--- config.mk ---
export PLATFORM = sky130hd
export DESIGN_NAME = gcd_sqrt
export DESIGN_NICKNAME = d
export VERILOG_FILES = /design/src/rtl/core/gcd_pkg.sv /design/src/rtl/core/gcd_sqrt.sv
export SDC_FILE = /design/constraint.sdc
export NUM_CORES = 2
export LEC_CHECK = 0
export ABC_CLOCK_PERIOD_IN_PS = 8650
export BUFFER_PORTS_ARGS = -buffer_cell sky130_fd_sc_hd__buf_4
export CORE_UTILIZATION = 55
export DETAILED_ROUTE_END_ITERATION = 8
export PLACE_DENSITY = 0.71
export RECOVER_POWER = 50
export SLEW_MARGIN = 40
export SYNTH_ARGS = -nofsm -noshare
export SYNTH_HDL_FRONTEND = slang
export SYNTH_MEMORY_MAX_BITS = 65536
export SYNTH_SLANG_ARGS = --single-unit
--- constraint.sdc ---
create_clock -name aclk -period 8.65 [get_ports aclk]
set_input_delay 2.595 -clock aclk [delete_from_list [all_inputs] [get_ports aclk]]
set_output_delay 2.595 -clock aclk [all_outputs]
set_load 0.01 [all_outputs]
--- src/rtl/core/gcd_pkg.sv ---
`default_nettype none
// ----------------------------------------------------------------------------
// gcd_pkg
// shared widths, fixed-point constants and the cordic arctangent table
// ----------------------------------------------------------------------------
package gcd_pkg;

    localparam int ITERATIONS_DEF = 24;

    // raw coordinate widths and the widened difference width
    localparam int LAT_W = 31;
    localparam int LON_W = 32;
    localparam int ANG_IW = 33;

    // datapath widths
    localparam int ZW = 36;     // angle accumulators, q30
    localparam int XW = 34;     // cordic x/y, q30 with headroom
    localparam int QW = 32;     // sines, cosines and products, q30
    localparam int AW = 31;     // haversine term and roots, 0..2^30
    localparam int SQRT_W = 64;
    localparam int SQRT_STEPS = 32;

    localparam int RAD_W = 23;
    localparam int RAD100_W = 30;
    localparam int OUT_W = 32;

    localparam logic [30:0] DEG7_K = 31'd2012227627;
    localparam logic [31:0] ONE_Q30 = 32'd1073741824;
    localparam logic [31:0] PI_Q30 = 32'd3373259426;
    localparam logic [31:0] HALF_PI_Q30 = 32'd1686629713;
    localparam logic [31:0] GAIN_INV_Q30 = 32'd652032874;
    localparam logic [RAD100_W-1:0] RAD100_RESET = 30'd637100000;
    localparam logic [6:0] CM_PER_M = 7'd100;

    // atan(2^-i) in q30, truncated
    function automatic logic [31:0] atan_q30(input int i);
        logic [31:0] v;
        case (i)
            0:  v = 32'd843314856;
            1:  v = 32'd497837829;
            2:  v = 32'd263043836;
            3:  v = 32'd133525158;
            4:  v = 32'd67021686;
            5:  v = 32'd33543515;
            6:  v = 32'd16775850;
            7:  v = 32'd8388437;
            8:  v = 32'd4194282;
            9:  v = 32'd2097149;
            10: v = 32'd1048575;
            default: begin
                if (i <= 30) begin
                    v = (32'd1 << (30 - i)) - 32'd1;
                end else begin
                    v = 32'd0;
                end
            end
        endcase
        return v;
    endfunction

endpackage
`default_nettype wire

--- src/rtl/core/gcd_sqrt.sv ---
`default_nettype none
// ----------------------------------------------------------------------------
// gcd_sqrt
// exact bitwise square root of a * 2^30, one result bit per stage
// ----------------------------------------------------------------------------
module gcd_sqrt (
    input  wire logic                   aclk,
    input  wire logic                   aresetn,
    input  wire logic                   en,
    input  wire logic                   in_vld,
    input  wire logic [gcd_pkg::AW-1:0] a_in,
    output logic                        out_vld,
    output logic [gcd_pkg::AW-1:0]      root_out
);
    import gcd_pkg::*;

    logic [SQRT_W-1:0] n_reg [SQRT_STEPS];
    logic [SQRT_W-1:0] r_reg [SQRT_STEPS];
    logic              vld_reg [SQRT_STEPS];

    for (genvar i = 0; i < SQRT_STEPS; i++) begin : g_stage
        localparam logic [SQRT_W-1:0] BIT = SQRT_W'(1) << (62 - 2 * i);
        logic [SQRT_W-1:0] n_cur, r_cur, n_next, r_next, trial;
        logic              vld_cur;

        if (i == 0) begin : g_first
            assign n_cur   = SQRT_W'(a_in) << 30;
            assign r_cur   = '0;
            assign vld_cur = in_vld;
        end else begin : g_rest
            assign n_cur   = n_reg[i-1];
            assign r_cur   = r_reg[i-1];
            assign vld_cur = vld_reg[i-1];
        end

        assign trial = r_cur + BIT;

        always_comb begin
            if (n_cur >= trial) begin
                n_next = n_cur - trial;
                r_next = (r_cur >> 1) + BIT;
            end else begin
                n_next = n_cur;
                r_next = r_cur >> 1;
            end
        end

        always_ff @(posedge aclk) begin
            if (!aresetn) begin
                vld_reg[i] <= 1'b0;
            end else if (en) begin
                vld_reg[i] <= vld_cur;
            end
        end

        always_ff @(posedge aclk) begin
            if (en) begin
                n_reg[i] <= n_next;
                r_reg[i] <= r_next;
            end
        end
    end

    assign out_vld  = vld_reg[SQRT_STEPS-1];
    assign root_out = r_reg[SQRT_STEPS-1][AW-1:0];

endmodule
`default_nettype wire

======== Word-level counts from Yosys, hierarchy flattened ========
Memory sizes are Yosys's and may differ from the RTL's.
Index checks and enable logic that the tools add are counted.
storage, ports and cells
  memory bits (writable) .................. 4128
  input port bits ......................... 35
  register bits after elaboration ......... 0
  memories ................................ 3
operators by class
  muxes and demuxes ....................... 101
  add/sub/neg operators ................... 94
  order comparisons ....................... 32
  bitwise gates (word level) .............. 32
memories
  memory   words  width  read ports  clocked after memory_dff  wr ports  line            RTL
  n_reg    32     64     31          0                         32        gcd_sqrt.sv:17  logic [SQRT_W-1:0] n_reg [SQRT_STEPS];
  r_reg    32     64     32          0                         32        gcd_sqrt.sv:18  logic [SQRT_W-1:0] r_reg [SQRT_STEPS];
  vld_reg  32     1      32          0                         32        gcd_sqrt.sv:19  logic vld_reg [SQRT_STEPS];
operators with widths
  cell                                             count
  two-way mux 64 bit                               63
  >= comparator 64 bit                             31
  subtractor 64 bit                                31
  adder 63 x 1 -> 64 bit (second input constant)   1
  adder 63 x 11 -> 64 bit (second input constant)  1
  adder 63 x 13 -> 64 bit (second input constant)  1
  adder 63 x 15 -> 64 bit (second input constant)  1
  adder 63 x 17 -> 64 bit (second input constant)  1
  adder 63 x 19 -> 64 bit (second input constant)  1
  adder 63 x 21 -> 64 bit (second input constant)  1
  adder 63 x 23 -> 64 bit (second input constant)  1
  adder 63 x 25 -> 64 bit (second input constant)  1
  adder 63 x 27 -> 64 bit (second input constant)  1
  adder 63 x 29 -> 64 bit (second input constant)  1
  adder 63 x 3 -> 64 bit (second input constant)   1
  adder 63 x 31 -> 64 bit (second input constant)  1
  adder 63 x 33 -> 64 bit (second input constant)  1
  adder 63 x 35 -> 64 bit (second input constant)  1
  adder 63 x 37 -> 64 bit (second input constant)  1
  adder 63 x 39 -> 64 bit (second input constant)  1
  adder 63 x 41 -> 64 bit (second input constant)  1
  adder 63 x 43 -> 64 bit (second input constant)  1
  adder 63 x 45 -> 64 bit (second input constant)  1
  adder 63 x 47 -> 64 bit (second input constant)  1
  other kinds (46)                                 113

======== Depth between registers and ports, before layout ========
  word-level depth ........................ 4
  gate-level depth with buffers ........... 16

======== Least setup slack after synthesis ========
No wires, ideal clock.
  path kind ............................... input to register
  start ................................... in en
  end ..................................... mem vld_reg[0][0], enable pin
  data arrival time ....................... 3.385 ns
  path slack .............................. 4.872 ns
  stages on the path ...................... 1
  library setup time ...................... 0.393 ns
  data required time ...................... 8.257 ns
  path through ............................ nand2b_1
RTL lines
  item             line            RTL
  start, declared  gcd_sqrt.sv:9   input wire logic en,
  end, declared    gcd_sqrt.sv:19

==> impl_metrics.env <==
export IMPL_status="finished, violations left"
export IMPL_failed_checks="max-capacitance violations, max-slew violations"
export IMPL_synth_area_mux_share_pct=0.993
export IMPL_synthArstFlopShare_pct=0
export IMPL_grt_overflow_total=0
export IMPL_finalCriticalPeriod_ns=6.35
export IMPL_drtIter0Drc=5641
export IMPL_crit_fanout=125
export IMPL_top_layer_used="met4"
export IMPL_fin_nets=8809
export IMPL_dp_hpwl_um=155000
export IMPL_cts_made_buffers=186
export IMPL_critPathKind="in -> reg"
export IMPL_crit_slowest_cell="clkbuf_2"
export IMPL_synth_cell_area_mm2=0.0938
export IMPL_routed_wl_um=209000
export IMPL_cp_start_kind="primary input"
export IMPL_synth_fa_ha_area_share_pct=6.88
export IMPL_fin_crit_sh_pct=73.4
export IMPL_ys_top_cells_by_count="edfxtp_1 (1772), inv_1 (634), nor2_1 (594), nand2_1 (572), a21oi_1 (507)"
export IMPL_core_area_mm2=0.169
export IMPL_postCtsSetupBuffers=0
export IMPL_hp_class="reg -> reg"
export IMPL_hold_buffers=0
export IMPL_leakage_nw=39.2
export IMPL_grt_pass1_wl_um=327000
export IMPL_fillCellCount=13300
export IMPL_cts_buffer_depth=3
export IMPL_core_rowCount=151
export IMPL_cts_sinks=1773
export IMPL_cts_resized=0
export IMPL_synth_xor_area_share_pct=7.70
export IMPL_synth_edf_count=1772
export IMPL_grtUsageTotal_pct=23.8
export IMPL_dpl_instance_area_mm2=0.0970
export IMPL_met1_length_um=91500
export IMPL_setup_tns_ns=0
export IMPL_syn_inst=8141
export IMPL_timing_fmax_mhz=158
export IMPL_relSlewSlack_pct=-155
export IMPL_synth_area_leaders="edfxtp_1 (57%), ha_1 (6.6%), xnor2_1 (4.0%)"
export IMPL_numPortBuffers=66
export IMPL_tightestPinTransition_ns=3.83
export IMPL_cts_tree="built"
export IMPL_largest_register_ffs=1245
export IMPL_drt_pass1_iterations=6
export IMPL_r2r_slack_ns=3.42
export IMPL_cp_arrival_ns=6.84
export IMPL_io_pins=67
export IMPL_grt_start_max_net_pins=179
export IMPL_synthSimpleGateAreaFrac_pct=13.2
export IMPL_yosys_warnings=0
export IMPL_start_util_pct=55.4
export IMPL_grt_pass1_vias=60400
export IMPL_synth_top_area_share_pct=56.7
export IMPL_clkSlewWorstSetupHoldPaths_ns=0.06
export IMPL_hold_viol=0
export IMPL_final_area_mm2=0.103
export IMPL_vias=62800
export IMPL_synth_seq_area_share_pct=56.7
export IMPL_synth_ff_type="edfxtp_1"
export IMPL_yosys_register_bits=1773
export IMPL_maxCapViolations=9
export IMPL_globalplace_congestion=0.901
export IMPL_area_growth_pct=9.75
export IMPL_routed_via_density=5.91
export IMPL_clock_root_buffer="clkbuf_16"
export IMPL_synth_top_area_cell="edfxtp_1"
export IMPL_htreeDepth=4
export IMPL_wl_met3_um=13500
export IMPL_slew_viol_final=388
export IMPL_drcViolationCount=0
export IMPL_clock_latency_ns=0.82
export IMPL_clock_skew_ns=0.0456
export IMPL_syn_avg_cell_area_um2=11.5
export IMPL_setup_violations=0
export IMPL_synth_most_common_cell="edfxtp_1"
export IMPL_die_w_um=415
export IMPL_drtAntennaViolNets=0
export IMPL_synth_distinct_cells=100
export IMPL_cp_end_kind="register"
export IMPL_instances_no_fill=10600
export IMPL_drive_gt1_share_pct=6.12
export IMPL_die_h_um=415
export IMPL_wl_per_cell_um=19.7
export IMPL_power_density_mw_per_mm2=249
export IMPL_synth_compound_area_share_pct=11.2
export IMPL_rsz0062_at_grt="no"
export IMPL_wl_met2_um=99100
export IMPL_required_ns=9.14
export IMPL_place_inst=10300
export IMPL_antenna_found_initial=2
export IMPL_critPathMaxStageDelay_ns=2.56
export IMPL_die_area_mm2=0.172
export IMPL_synth_top_family_by_area="simple AND/OR/NAND/NOR gates"
export IMPL_crit_path_cell_trace="clkbuf_2, clkbuf_1, buf_12"
export IMPL_max_vdd_ir_drop_mv=0.230
final timing paths:
| check | to | start | cells after the start |
|---|---|---|---|
| worst max-delay path | r_reg[4][40] | en | 3 |
| worst min-delay path | n_reg[0][94] | n_reg[0][30] | 0 |
| worst max register to register | n_reg[6][55] | r_reg[5][208] | 14 |
| worst min register to register | n_reg[0][94] | n_reg[0][30] | 0 |
where the power goes:
group	switching [mW]	leakage, nW	total [mW]	internal, mW
clock network	3.33	2.92	7.82	4.49
registers	0.968	16.8	12.0	11.0
logic	3.45	19.5	5.88	2.42
total	7.75	39.2	25.7	17.9
cell families (layout without fill, tap and decap cells):
kind of cell | count (synthesis) | count (layout)
buffers and inverters | 818 | 1090
XOR/XNOR | 825 | 825
AND/OR/NAND/NOR | 2449 | 2449
flip-flops | 1773 | 1773
adder cells (fa/ha/maj) | 508 | 508
other | 1 | 4
AO/OA/AOI/OAI | 1683 | 1683
multiplexers | 84 | 84
layer usage:
metal,up-vias,GRT usage (%)
li1,30400,-
met1,30200,32.9
met2,1918,39.0
met3,347,3.93
met4,0,6.56
met5,-,0
cell type report:
cell class | instances | area, um^2 | share of cell area, %
inverter | 638 | 2400 | 2.33
sequential | 1773 | 53200 | 51.7
clock inverter | 109 | 1110 | 1.08
timing repair buffer | 116 | 993 | 0.965
antenna | 2 | 5.00 | 0.00486
tap | 2218 | 2780 | 2.69
multi-input combinational | 5551 | 37600 | 36.5
clock buffer | 227 | 4870 | 4.73
layout by cell type, fill, tap and decap left out, drive strengths merged, types with 14 or more instances in the layout:
cell type  instances
buf               69
nand4             94
o21bai            47
nand3b            42
edfxtp          1772
bufinv            16
inv              642
and3              70
or2               33
a2111oi           23
fa                14
nand4b            29
nor4b             26
o211ai            35
a211o             18
a21o             195
ha               494
o31ai             40
mux2              73
o21ai            441
xnor2            427
nor2b             74
nor3b             18
a31oi             50
a21oi            507
o21a              89
xor2             398
clkinv            85
nand2b            96
or4               63
a21boi            21
nor2             596
nand2            572
nor4             169
clkbuf           274
nand3            158
a211oi            55
or3              107
and2              33
nor3             237
worst max-delay path, delay by kind of cell:
| kind | cells | cell delay [ns] |
|---|---|---|
| buffers and inverters | 3 | 4.15 |
stage by stage:
step                utilization, %  total power, mW  hold WS, ns  worst slack (ns)
detailed placement            57.3             17.9        0.405              4.04
global route                  60.8             26.9        0.425              1.94
CTS                           60.8             25.7        0.419              4.26
floorplan                        -             16.0        0.400              4.87
global placement              57.2             17.7        0.400              4.13
finish                        60.8             25.7        0.416              2.30
Note: power is estimated with default switching activity, not from simulation.
