### src/rtl/core/gcd_pkg.sv
`default_nettype none
// ----------------------------------------------------------------------------
// gcd_pkg
// shared widths, fixed-point constants and the cordic arctangent table
// ----------------------------------------------------------------------------
package gcd_pkg;

    localparam int ITERATIONS_DEF = 24;

    // raw coordinate widths and the widened difference width
    localparam int LAT_W = 31;
    localparam int LON_W = 32;
    localparam int ANG_IW = 33;

    // datapath widths
    localparam int ZW = 36;     // angle accumulators, q30
    localparam int XW = 34;     // cordic x/y, q30 with headroom
    localparam int QW = 32;     // sines, cosines and products, q30
    localparam int AW = 31;     // haversine term and roots, 0..2^30
    localparam int SQRT_W = 64;
    localparam int SQRT_STEPS = 32;

    localparam int RAD_W = 23;
    localparam int RAD100_W = 30;
    localparam int OUT_W = 32;

    localparam logic [30:0] DEG7_K = 31'd2012227627;
    localparam logic [31:0] ONE_Q30 = 32'd1073741824;
    localparam logic [31:0] PI_Q30 = 32'd3373259426;
    localparam logic [31:0] HALF_PI_Q30 = 32'd1686629713;
    localparam logic [31:0] GAIN_INV_Q30 = 32'd652032874;
    localparam logic [RAD100_W-1:0] RAD100_RESET = 30'd637100000;
    localparam logic [6:0] CM_PER_M = 7'd100;

    // atan(2^-i) in q30, truncated
    function automatic logic [31:0] atan_q30(input int i);
        logic [31:0] v;
        case (i)
            0:  v = 32'd843314856;
            1:  v = 32'd497837829;
            2:  v = 32'd263043836;
            3:  v = 32'd133525158;
            4:  v = 32'd67021686;
            5:  v = 32'd33543515;
            6:  v = 32'd16775850;
            7:  v = 32'd8388437;
            8:  v = 32'd4194282;
            9:  v = 32'd2097149;
            10: v = 32'd1048575;
            default: begin
                if (i <= 30) begin
                    v = (32'd1 << (30 - i)) - 32'd1;
                end else begin
                    v = 32'd0;
                end
            end
        endcase
        return v;
    endfunction

endpackage
`default_nettype wire

### src/rtl/core/gcd_angle.sv
`default_nettype none
// ----------------------------------------------------------------------------
// gcd_angle
// 1e-7 degree units to q30 radians, rounded, reduced into [-pi/2, pi/2]
// ----------------------------------------------------------------------------
module gcd_angle (
    input  wire logic                             aclk,
    input  wire logic                             aresetn,
    input  wire logic                             en,
    input  wire logic                             in_vld,
    input  wire logic                             half_shift,
    input  wire logic signed [gcd_pkg::ANG_IW-1:0] u_in,
    output logic                                  out_vld,
    output logic signed [gcd_pkg::ZW-1:0]         z_out,
    output logic                                  neg_out
);
    import gcd_pkg::*;

    logic vld1_reg, vld2_reg, vld3_reg, vld4_reg, vld5_reg;
    logic sign1_reg, sign2_reg, sign3_reg, sign4_reg;
    logic [ANG_IW-1:0] mag1_reg, mag_next;
    logic [46:0] plo_reg;
    logic [47:0] phi_reg;
    logic [63:0] sum;
    logic [ANG_IW-1:0] r3_reg, r_next;
    logic flip4_reg, flip_next;
    logic signed [ZW-1:0] rr4_reg, rr_next;
    logic signed [ZW-1:0] z5_reg;
    logic neg5_reg;

    assign mag_next = u_in[ANG_IW-1] ? ANG_IW'(-u_in) : ANG_IW'(u_in);

    // round half up on the magnitude
    assign sum = {phi_reg, 16'd0} + 64'(plo_reg)
               + (half_shift ? (64'd1 << 30) : (64'd1 << 29));
    assign r_next = half_shift ? ANG_IW'(sum >> 31) : ANG_IW'(sum >> 30);

    assign flip_next = r3_reg > ANG_IW'(HALF_PI_Q30);
    assign rr_next = flip_next ? $signed(ZW'(r3_reg)) - $signed(ZW'(PI_Q30))
                               : $signed(ZW'(r3_reg));

    always_ff @(posedge aclk) begin
        if (!aresetn) begin
            vld1_reg <= 1'b0;
            vld2_reg <= 1'b0;
            vld3_reg <= 1'b0;
            vld4_reg <= 1'b0;
            vld5_reg <= 1'b0;
        end else if (en) begin
            vld1_reg <= in_vld;
            vld2_reg <= vld1_reg;
            vld3_reg <= vld2_reg;
            vld4_reg <= vld3_reg;
            vld5_reg <= vld4_reg;
        end
    end

    always_ff @(posedge aclk) begin
        if (en) begin
            mag1_reg  <= mag_next;
            sign1_reg <= u_in[ANG_IW-1];
            plo_reg   <= 47'(mag1_reg[15:0]) * 47'(DEG7_K);
            phi_reg   <= 48'(mag1_reg[ANG_IW-1:16]) * 48'(DEG7_K);
            sign2_reg <= sign1_reg;
            r3_reg    <= r_next;
            sign3_reg <= sign2_reg;
            rr4_reg   <= rr_next;
            flip4_reg <= flip_next;
            sign4_reg <= sign3_reg;
            z5_reg    <= sign4_reg ? -rr4_reg : rr4_reg;
            neg5_reg  <= flip4_reg;
        end
    end

    assign out_vld = vld5_reg;
    assign z_out   = z5_reg;
    assign neg_out = neg5_reg;

endmodule
`default_nettype wire

### config.mk
export PLATFORM = sky130hd
export DESIGN_NAME = gcd_angle
export DESIGN_NICKNAME = d
export VERILOG_FILES = /design/src/rtl/core/gcd_pkg.sv /design/src/rtl/core/gcd_angle.sv
export SDC_FILE = /design/constraint.sdc
export NUM_CORES = 1
export LEC_CHECK = 0
export BUFFER_PORTS_ARGS = -buffer_cell sky130_fd_sc_hd__buf_4
export CAP_MARGIN = 10
export CORE_ASPECT_RATIO = 1.2
export CORE_MARGIN = 2
export CORE_UTILIZATION = 45
export DETAILED_ROUTE_END_ITERATION = 10
export HOLD_SLACK_MARGIN = 0.1
export SETUP_SLACK_MARGIN = 0.4
export SYNTH_ARGS = -nofsm -noshare
export SYNTH_HDL_FRONTEND = slang
export SYNTH_SLANG_ARGS = --single-unit
### constraint.sdc
create_clock -name aclk -period 5.9 [get_ports aclk]
set_clock_uncertainty 0.15 [all_clocks]
set_input_delay 0.295 -clock aclk [delete_from_list [all_inputs] [get_ports aclk]]
set_output_delay 0.295 -clock aclk [all_outputs]
set_load 0.01 [all_outputs]
# [Word level (Yosys, flattened, before mapping)]
# Index checks and enable logic that the tools add are counted.
[word_totals] register_bits=242 latchBits=0 ramBits=0 mem_bits_ro=0 in_bits=38 output_inout_bits=38 wordCells=32 memories=0
[classes] add_sub_neg=5 mul=2 div=0 magnitude_cmp=1 n_eq_ne=0 shift=0 mux=5 n_bitwise=0 reduce_logical=0
[ops] cell="$mux 33" n=2
[ops] cell="$add 64x31->64" n=1
[ops] cell="$add 64x47->64" n=1
[ops] cell="$mul 17x31->48 const B" n=1
[ops] cell="$mul 16x31->47 const B" n=1
[ops] cell="$mux 36" n=1
[ops] cell="$neg 34->36" n=1
[ops] cell="$sub 33x32->34 const B" n=1
[ops] cell="$gt 33x31->1 const B" n=1
[ops] cell="$neg 33->33" n=1
[ops] cell="$mux 32" n=1
[ops] cell="$mux 31" n=1

# [Logic depth before layout (Yosys ltp)]
# Gate-level depths: netlist of the first run.
[logic_depth] ltp_word=3 ltp_mapped=23 mapped_depth_nobuf=22

# [Least setup slack after synthesis of the first run]
# No wires, ideal clock.
[synth_timing] path_kind="register to register" startpoint="reg mag1_reg[1]" endpoint="reg plo_reg[42], data pin" setup_time_ns=0.260 arrival_ns=5.811 required_ns=5.490 path_slack_ns=-0.321 path_stages_with_launch=22 path_buffers=1 period_less_slack_ns=6.221 cell_sequence="edfxtp_1 -> fa_1 -> inv_1 -> fa_1 -> fa_1 -> fa_1 -> inv_1 -> fa_1 -> inv_1 -> fa_1 -> inv_1 -> ha_1 -> clkbuf_1 -> a21oi_1 -> o21bai_1 -> a21o_1 -> a211oi_1 -> o211ai_1 -> a41oi_1 -> o21ai_0 -> a21oi_1 -> xnor2_1"
[synth_via] elab_chain_len=1
[synth_lines] item="from (decl)" line="gcd_angle.sv:21" source="logic [ANG_IW-1:0] mag1_reg, mag_next;"
[synth_lines] item="from (signal assigned)" line="gcd_angle.sv:60" source="mag1_reg <= mag_next;"
[synth_lines] item="$mul 16x31->47" line="gcd_angle.sv:62" source="plo_reg <= 47'(mag1_reg[15:0]) * 47'(DEG7_K);"
[synth_lines] item="to (signal assigned)" line="gcd_angle.sv:62"
[synth_lines] item="to (decl)" line="gcd_angle.sv:22" source="logic [46:0] plo_reg;"
# Every way passes these cells.
# A chain may end at the register's enable or synchronous reset.

# [Worst setup path in the final report of the first run]
[layout_timing] startpoint="reg mag1_reg[15]" endpoint="reg plo_reg[44], data pin"
# Same word-level chain as after synthesis.

==> results.md, run 1 <==
- Outcome: complete, no violations
- Starting Density: 0.4568
- Overall track demand over capacity in global routing: 0.2091
- Commonest register cell after synthesis: edfxtp_1
- Worst-Margin Slew: ~1200 ps
- Max_cap viols: 0
- Max Root-Sink Buffers: 3
- Root Buffer: clkbuf_16
- Worst hold path type: in -> reg
- Fin crit share: 0.9909
- Port Buffers: 75
- Worst reg2reg path depth: 22
- CP Capture Type: flop
- Post-synth EDFFs: 221
- Setup violations, final: 0
- Final Max Slew Viols: 0
- DR iter-0 viols: 645
- Worst r2r src: mag1_reg[15]$_DFFE_PP_
- Slew margin rel.: 0.2236
- Die X: 228.8 um
- CP Launch Type: flop
- Internal reg-to-reg setup slack: approximately 54 ps
- Minimum clock period: 5846 ps
- Required @ worst endpoint: 6040 ps
- First drt pass iteration count: 5
- # IOs: 76
- # DRC: 0
- Largest net degree at the start of global routing: 122
- Die height: 273.7 um
- Synth Cell Area: about 27000 um2
- Synth warn: 0
- RSZ-0062 raised after global routing: true
- CP Data Arrival Time: about 6000 ps
- Initial antenna violation count: 0
- Inserted Diodes: 0
- Setup TNS: 0 ps
- Clock transition at the registers of the reported paths: 60 ps
- Worst reg2reg path endpoint: plo_reg[44]$_DFFE_PP_
- Largest register FFs: 48
- Slowest cell on crit path: fa_2
- WL final: between 60 and 70 mm
- Critical Path, Cell by Cell: buf_6, buf_6, ha_4, inv_4, fa_1, fa_2, fa_1, inv_2, fa_1, fa_2, ha_4, nand3_2, a21o_1, a21oi_4, nor2_2, a21oi_4, a21oi_2, o211ai_1, buf_4, buf_6, a21o_1, a22oi_2
- Site row count: 98
- Final ANT Viol Nets: 0
- Layout cell share with drive strength beyond 1: 0.2205
- Gpl congestion: about 0.96
- Final HPWL DP: 53.59 mm
- Core area: between 50000 and 60000 um2
- Synthesis-to-layout area growth: 23.49%
- Crit path from: mag1_reg[15]$_DFFE_PP_
- Crit path to: plo_reg[44]$_DFFE_PP_
- Final-report hold violation count: 0
- Total CTS buffers: 28
- Synth cell types: 77
- Register bit total from synthesis: about 230
- Post-synth net total: 3381
- Syn_area_per_cell: 10.48 um2
- Worst setup path class: reg -> reg
- First-pass GRT wire length: between 100 and 150 mm
- CTS tree: built
- Clock Sink Count: between 200 and 250
- Vias/cell: ~5.1
- Worst hold path depth: 3
- Vias: between 15k and 20k
- Async set or reset register ratio after synthesis: 0
- Gate Count Post-Synth: 2604
- Worst path max stage delay: between 500 and 600 ps
- Fillers: around 5k
- Vias in the first global route: just over 20k
- H-tree level count: 1
- Nets: 3743
- Die area: roughly 63000 um2
- WL/cell: about 17 um
- Register area share after synthesis: 0.2469
- Critical Path Fanout Max: 3
- FMAX: between 150 and 200 MHz
- Skew-Pair Late Insertion Delay: 550 ps
- Gr ovfl total: 0
[worst max-delay path, delay by kind of cell, from the launching register on]
family	cells	cell delay [ps]
compound gates	7	1230
fa+ha+maj	7	3040
buf+inv	6	610
flops	1	420
simple gates	2	140
[cells by family (layout without fill, tap and decap cells)]
group / Yosys count / after routing / share of synthesized area
buf+inv: 610 / 990 / 0.08421
xor+xnor: 196 / 196 / 0.06293
mux: 13 / 13 / 0.005045
compound gates: 424 / 424 / 0.1034
flops: 226 / 226 / 0.2469
fa+ha+maj: 739 / 739 / 0.4199
simple gates: 396 / 396 / 0.07765
[cell usage in the layout, fill, tap and decap left out, types with 20 or more instances in the layout]
master           n
inv_1          523
ha_1           372
buf_4          274
fa_1           270
edfxtp_1       221
xnor2_1        133
nand2_1         97
a21oi_1         77
a21o_1          74
nor2_1          69
o21ai_0         62
ha_4            62
xor2_1          55
buf_6           48
dlygate4sd3_1   46
inv_2           44
clkbuf_16       29
nand3_1         27
nor3_1          25
fa_2            24
nor2b_1         22
nand2b_1        22
a21oi_2         21
nand4_1         20
[Yosys cell counts (27+ instances only)]
| cell type | count | area share |
|---|---|---|
| nor3_1 | 27 | 0.0050 |
| nand2_1 | 103 | 0.014 |
| edfxtp_1 | 221 | 0.24 |
| nand3_1 | 33 | 0.0061 |
| nor2_1 | 77 | 0.011 |
| clkbuf_1 | 31 | 0.0043 |
| xor2_1 | 56 | 0.018 |
| fa_1 | 294 | 0.22 |
| a211oi_1 | 27 | 0.0074 |
| o21ai_0 | 79 | 0.014 |
| a21oi_1 | 104 | 0.019 |
| xnor2_1 | 140 | 0.045 |
| ha_1 | 445 | 0.20 |
| a21o_1 | 74 | 0.020 |
| inv_1 | 571 | 0.079 |
[layer usage]
layer	wire, um	global-route usage	vias up
met3	1993	0.01927	100
met1	28250	0.2632	9543
li1	-	-	9476
met2	33360	0.3853	303
met5	0	0	-
met4	1724	0.05246	0
[worst min-delay path by stage]
stage / startpoint / endpoint / slack (ps)
2_1_floorplan: u_in[0] / mag1_reg[0]$_DFFE_PP_ / 240
3_3_place_gp: sign3_reg$_DFFE_PP_ / sign4_reg$_DFFE_PP_ / 260
3_5_place_dp: sign3_reg$_DFFE_PP_ / sign4_reg$_DFFE_PP_ / 250
4_1_cts: u_in[1] / mag1_reg[3]$_DFFE_PP_ / 130
5_1_grt: u_in[1] / mag1_reg[3]$_DFFE_PP_ / 140
6_report: u_in[1] / mag1_reg[1]$_DFFE_PP_ / 150
[metrics by stage]
step           instances    util  cell area, um2  setup slack (ps)  hold WS [ps]
3_3_place_gp        3582  0.5044           30120            -125.9         256.4
2_1_floorplan       2604       -           27650             44.12         243.9
5_1_grt             3784  0.5641           33690            -119.2         141.7
3_5_place_dp        3582  0.5044           30120            -168.4         254.5
6_report            3784  0.5641           33690             53.78         153.1
4_1_cts             3741  0.5471           32670             152.7         126.2
[what timing repair did]
action / CTS / global route
gates cloned: 0 / 0
resized for setup: 157 / 147
hold buffers: 46 / 0
buffers inserted: 65 / 43
pin swaps: 130 / 147
setup endpoints to repair: 47 / 50
endpoints found under the hold margin: 43 / 0
[cell type report]
cell class | count | area [um2] | area share
tap | 800 | 1001 | 0.02971
inverter | 572 | 2160 | 0.06411
clock buffer | 34 | 744.5 | 0.02210
timing repair buffer | 370 | 3093 | 0.09181
multi-input combinational | 1768 | 19860 | 0.5894
clock inverter | 14 | 96.34 | 0.002860
sequential | 226 | 6736 | 0.2000
Power of run 1 is left out: the tool's default activity adds up to more than one toggle a clock period on the data nets, which glitch-free logic cannot reach.
==> run 2, diff against run 1 <==
--- a/config.mk
+++ b/config.mk
@@ -9,7 +9,7 @@
 export CAP_MARGIN = 10
 export CORE_ASPECT_RATIO = 1.2
 export CORE_MARGIN = 2
-export CORE_UTILIZATION = 45
+export CORE_UTILIZATION = 30
 export DETAILED_ROUTE_END_ITERATION = 10
 export HOLD_SLACK_MARGIN = 0.1
 export SETUP_SLACK_MARGIN = 0.4
==> results.md, run 2 (same netlist as run 1, synthesis figures left out) <==
- Die area: approximately 93000 um2
- Register area: 6736 um2
- Overall track demand over capacity in global routing: 0.1385
- Vias/cell: between 4 and 5
- Outcome: complete, no violations
- Nets: 3760
- Final Util: 0.3783
- Multi-input logic area: approximately 20000 um2
- Total CTS buffers: 28
- Core area: 90380 um2
- Starting Density: 0.3018
- Clock Sink Count: around 230
- CP Capture Type: flop
- Gr ovfl total: 0
- Slowest cell on crit path: fa_2
- # IOs: 76
- Most common cell on crit path: fa_1
- Critical Path Fanout Max: 4
- Vias in the first global route: between 20k and 25k
- Final Max Slew Viols: 0
- Synthesis-to-layout area growth: 25.34%
- Vias: about 19k
- Largest net degree at the start of global routing: roughly 150
- First drt pass iteration count: 5
- Clock transition at the registers of the reported paths: 60 ps
- CP Launch Type: flop
- First-pass GRT wire length: 104.7 mm
- DR iter-0 viols: a little under 700
- Die height: 334.3 um
- RSZ-0062 raised after global routing: true
- CP Data Arrival Time: roughly 6000 ps
- Layout cell share with drive strength beyond 1: 0.2135
- Critical Path, Cell by Cell: fa_2, inv_2, fa_1, fa_1, fa_1, inv_1, fa_1, inv_2, fa_1, inv_2, ha_4, a21oi_2, o21bai_1, a21o_1, a211oi_2, o211ai_1, a41oi_4, o21ai_2, buf_4, xor2_1
- Gpl congestion: between 0.9 and 1
- Setup violations, final: 0
- WL/cell: between 15 and 20 um
- H-tree level count: 1
- WL final: about 64 mm
- Skew-Pair Late Insertion Delay: 590 ps
- Final-report hold violation count: 0
- Max_cap viols: 0
- Fillers: ~8.8k
- Final instance area: roughly 34000 um2
- Root Buffer: clkbuf_16
- Fin crit share: 0.9844
- Required @ worst endpoint: approximately 6100 ps
- FMAX: between 150 and 200 MHz
- Max Root-Sink Buffers: 3
- Minimum clock period: around 5800 ps
- Die X: approximately 280 um
- Worst path max stage delay: approximately 630 ps
- Inserted Diodes: 0
- Post-DP Area: ~31000 um2
- # DRC: 0
- CTS tree: built
- Worst setup path class: reg -> reg
- Site row count: approximately 120
- Slew margin rel.: 0.3241
- Most frequent cells in the layout: inv_1 (526), ha_1 (382), buf_4 (284), fa_1 (278), edfxtp_1 (221)
- Initial antenna violation count: 1
- Final ANT Viol Nets: 0
- Worst-Margin Slew: approximately 1000 ps
- Port Buffers: 75
- Most common cell after layout, fill and taps aside: inv_1
- Final HPWL DP: ~52 mm
- Largest register FFs: 48
- Worst hold path type: reg -> reg
run 2: metal layers:
layer  routed length (um)  GRT usage
met5                    0          0
met4                 1607    0.03638
met3                 1924    0.01327
met2                31420     0.2448
met1                29320     0.1803
run 2: worst max-delay path, delay by kind of cell, from the launching register on:
kind,cells,cell delay [ps]
adder cells (fa/ha/maj),7,3280
AO/OA/AOI/OAI,7,1230
flip-flops,1,430
buffers and inverters,5,340
XOR/XNOR,1,130
run 2: worst paths after layout:
path         slack (ps)  cells past startpoint                  start                     to
min                 270                      0    sign2_reg$_DFFE_PP_    sign3_reg$_DFFE_PP_
max reg2reg          90                     20  mag1_reg[2]$_DFFE_PP_  plo_reg[41]$_DFFE_PP_
min reg2reg         270                      0    sign2_reg$_DFFE_PP_    sign3_reg$_DFFE_PP_
max                  90                     20  mag1_reg[2]$_DFFE_PP_  plo_reg[41]$_DFFE_PP_
run 2: repair_timing:
action | in CTS | in global routing
endpoints found under the hold margin | 120 | 0
pin swaps | 169 | 134
cloned | 0 | 0
gates resized for setup | 174 | 97
setup buffers | 70 | 31
endpoints found under the setup margin | 45 | 49
hold buffers | 51 | 0
run 2: cell type report:
cell class / instances / area share
flip-flops and latches: 226 / 0.1970
repair buffers: 387 / 0.09550
multi-input cells: 1768 / 0.5754
clock inverters: 14 / 0.004976
well taps: 1168 / 0.04274
inverters: 572 / 0.06308
clock buffers: 35 / 0.02126
run 2: metrics by stage:
| step | hold WS (ps) | setup TNS [ps] | instances | setup WS [ps] |
|---|---|---|---|---|
| 2_1_floorplan | 243.9 | 0 | 2604 | 44.12 |
| 3_3_place_gp | 257.0 | -495.9 | 3968 | -228.4 |
| 3_5_place_dp | 260.8 | -512.6 | 3968 | -227.4 |
| 4_1_cts | 267.9 | 0 | 4138 | 117.4 |
| 5_1_grt | 289.5 | -1203 | 4170 | -141.7 |
| 6_report | 268.5 | 0 | 4170 | 92.22 |
Power of run 2 is left out for the same reason.
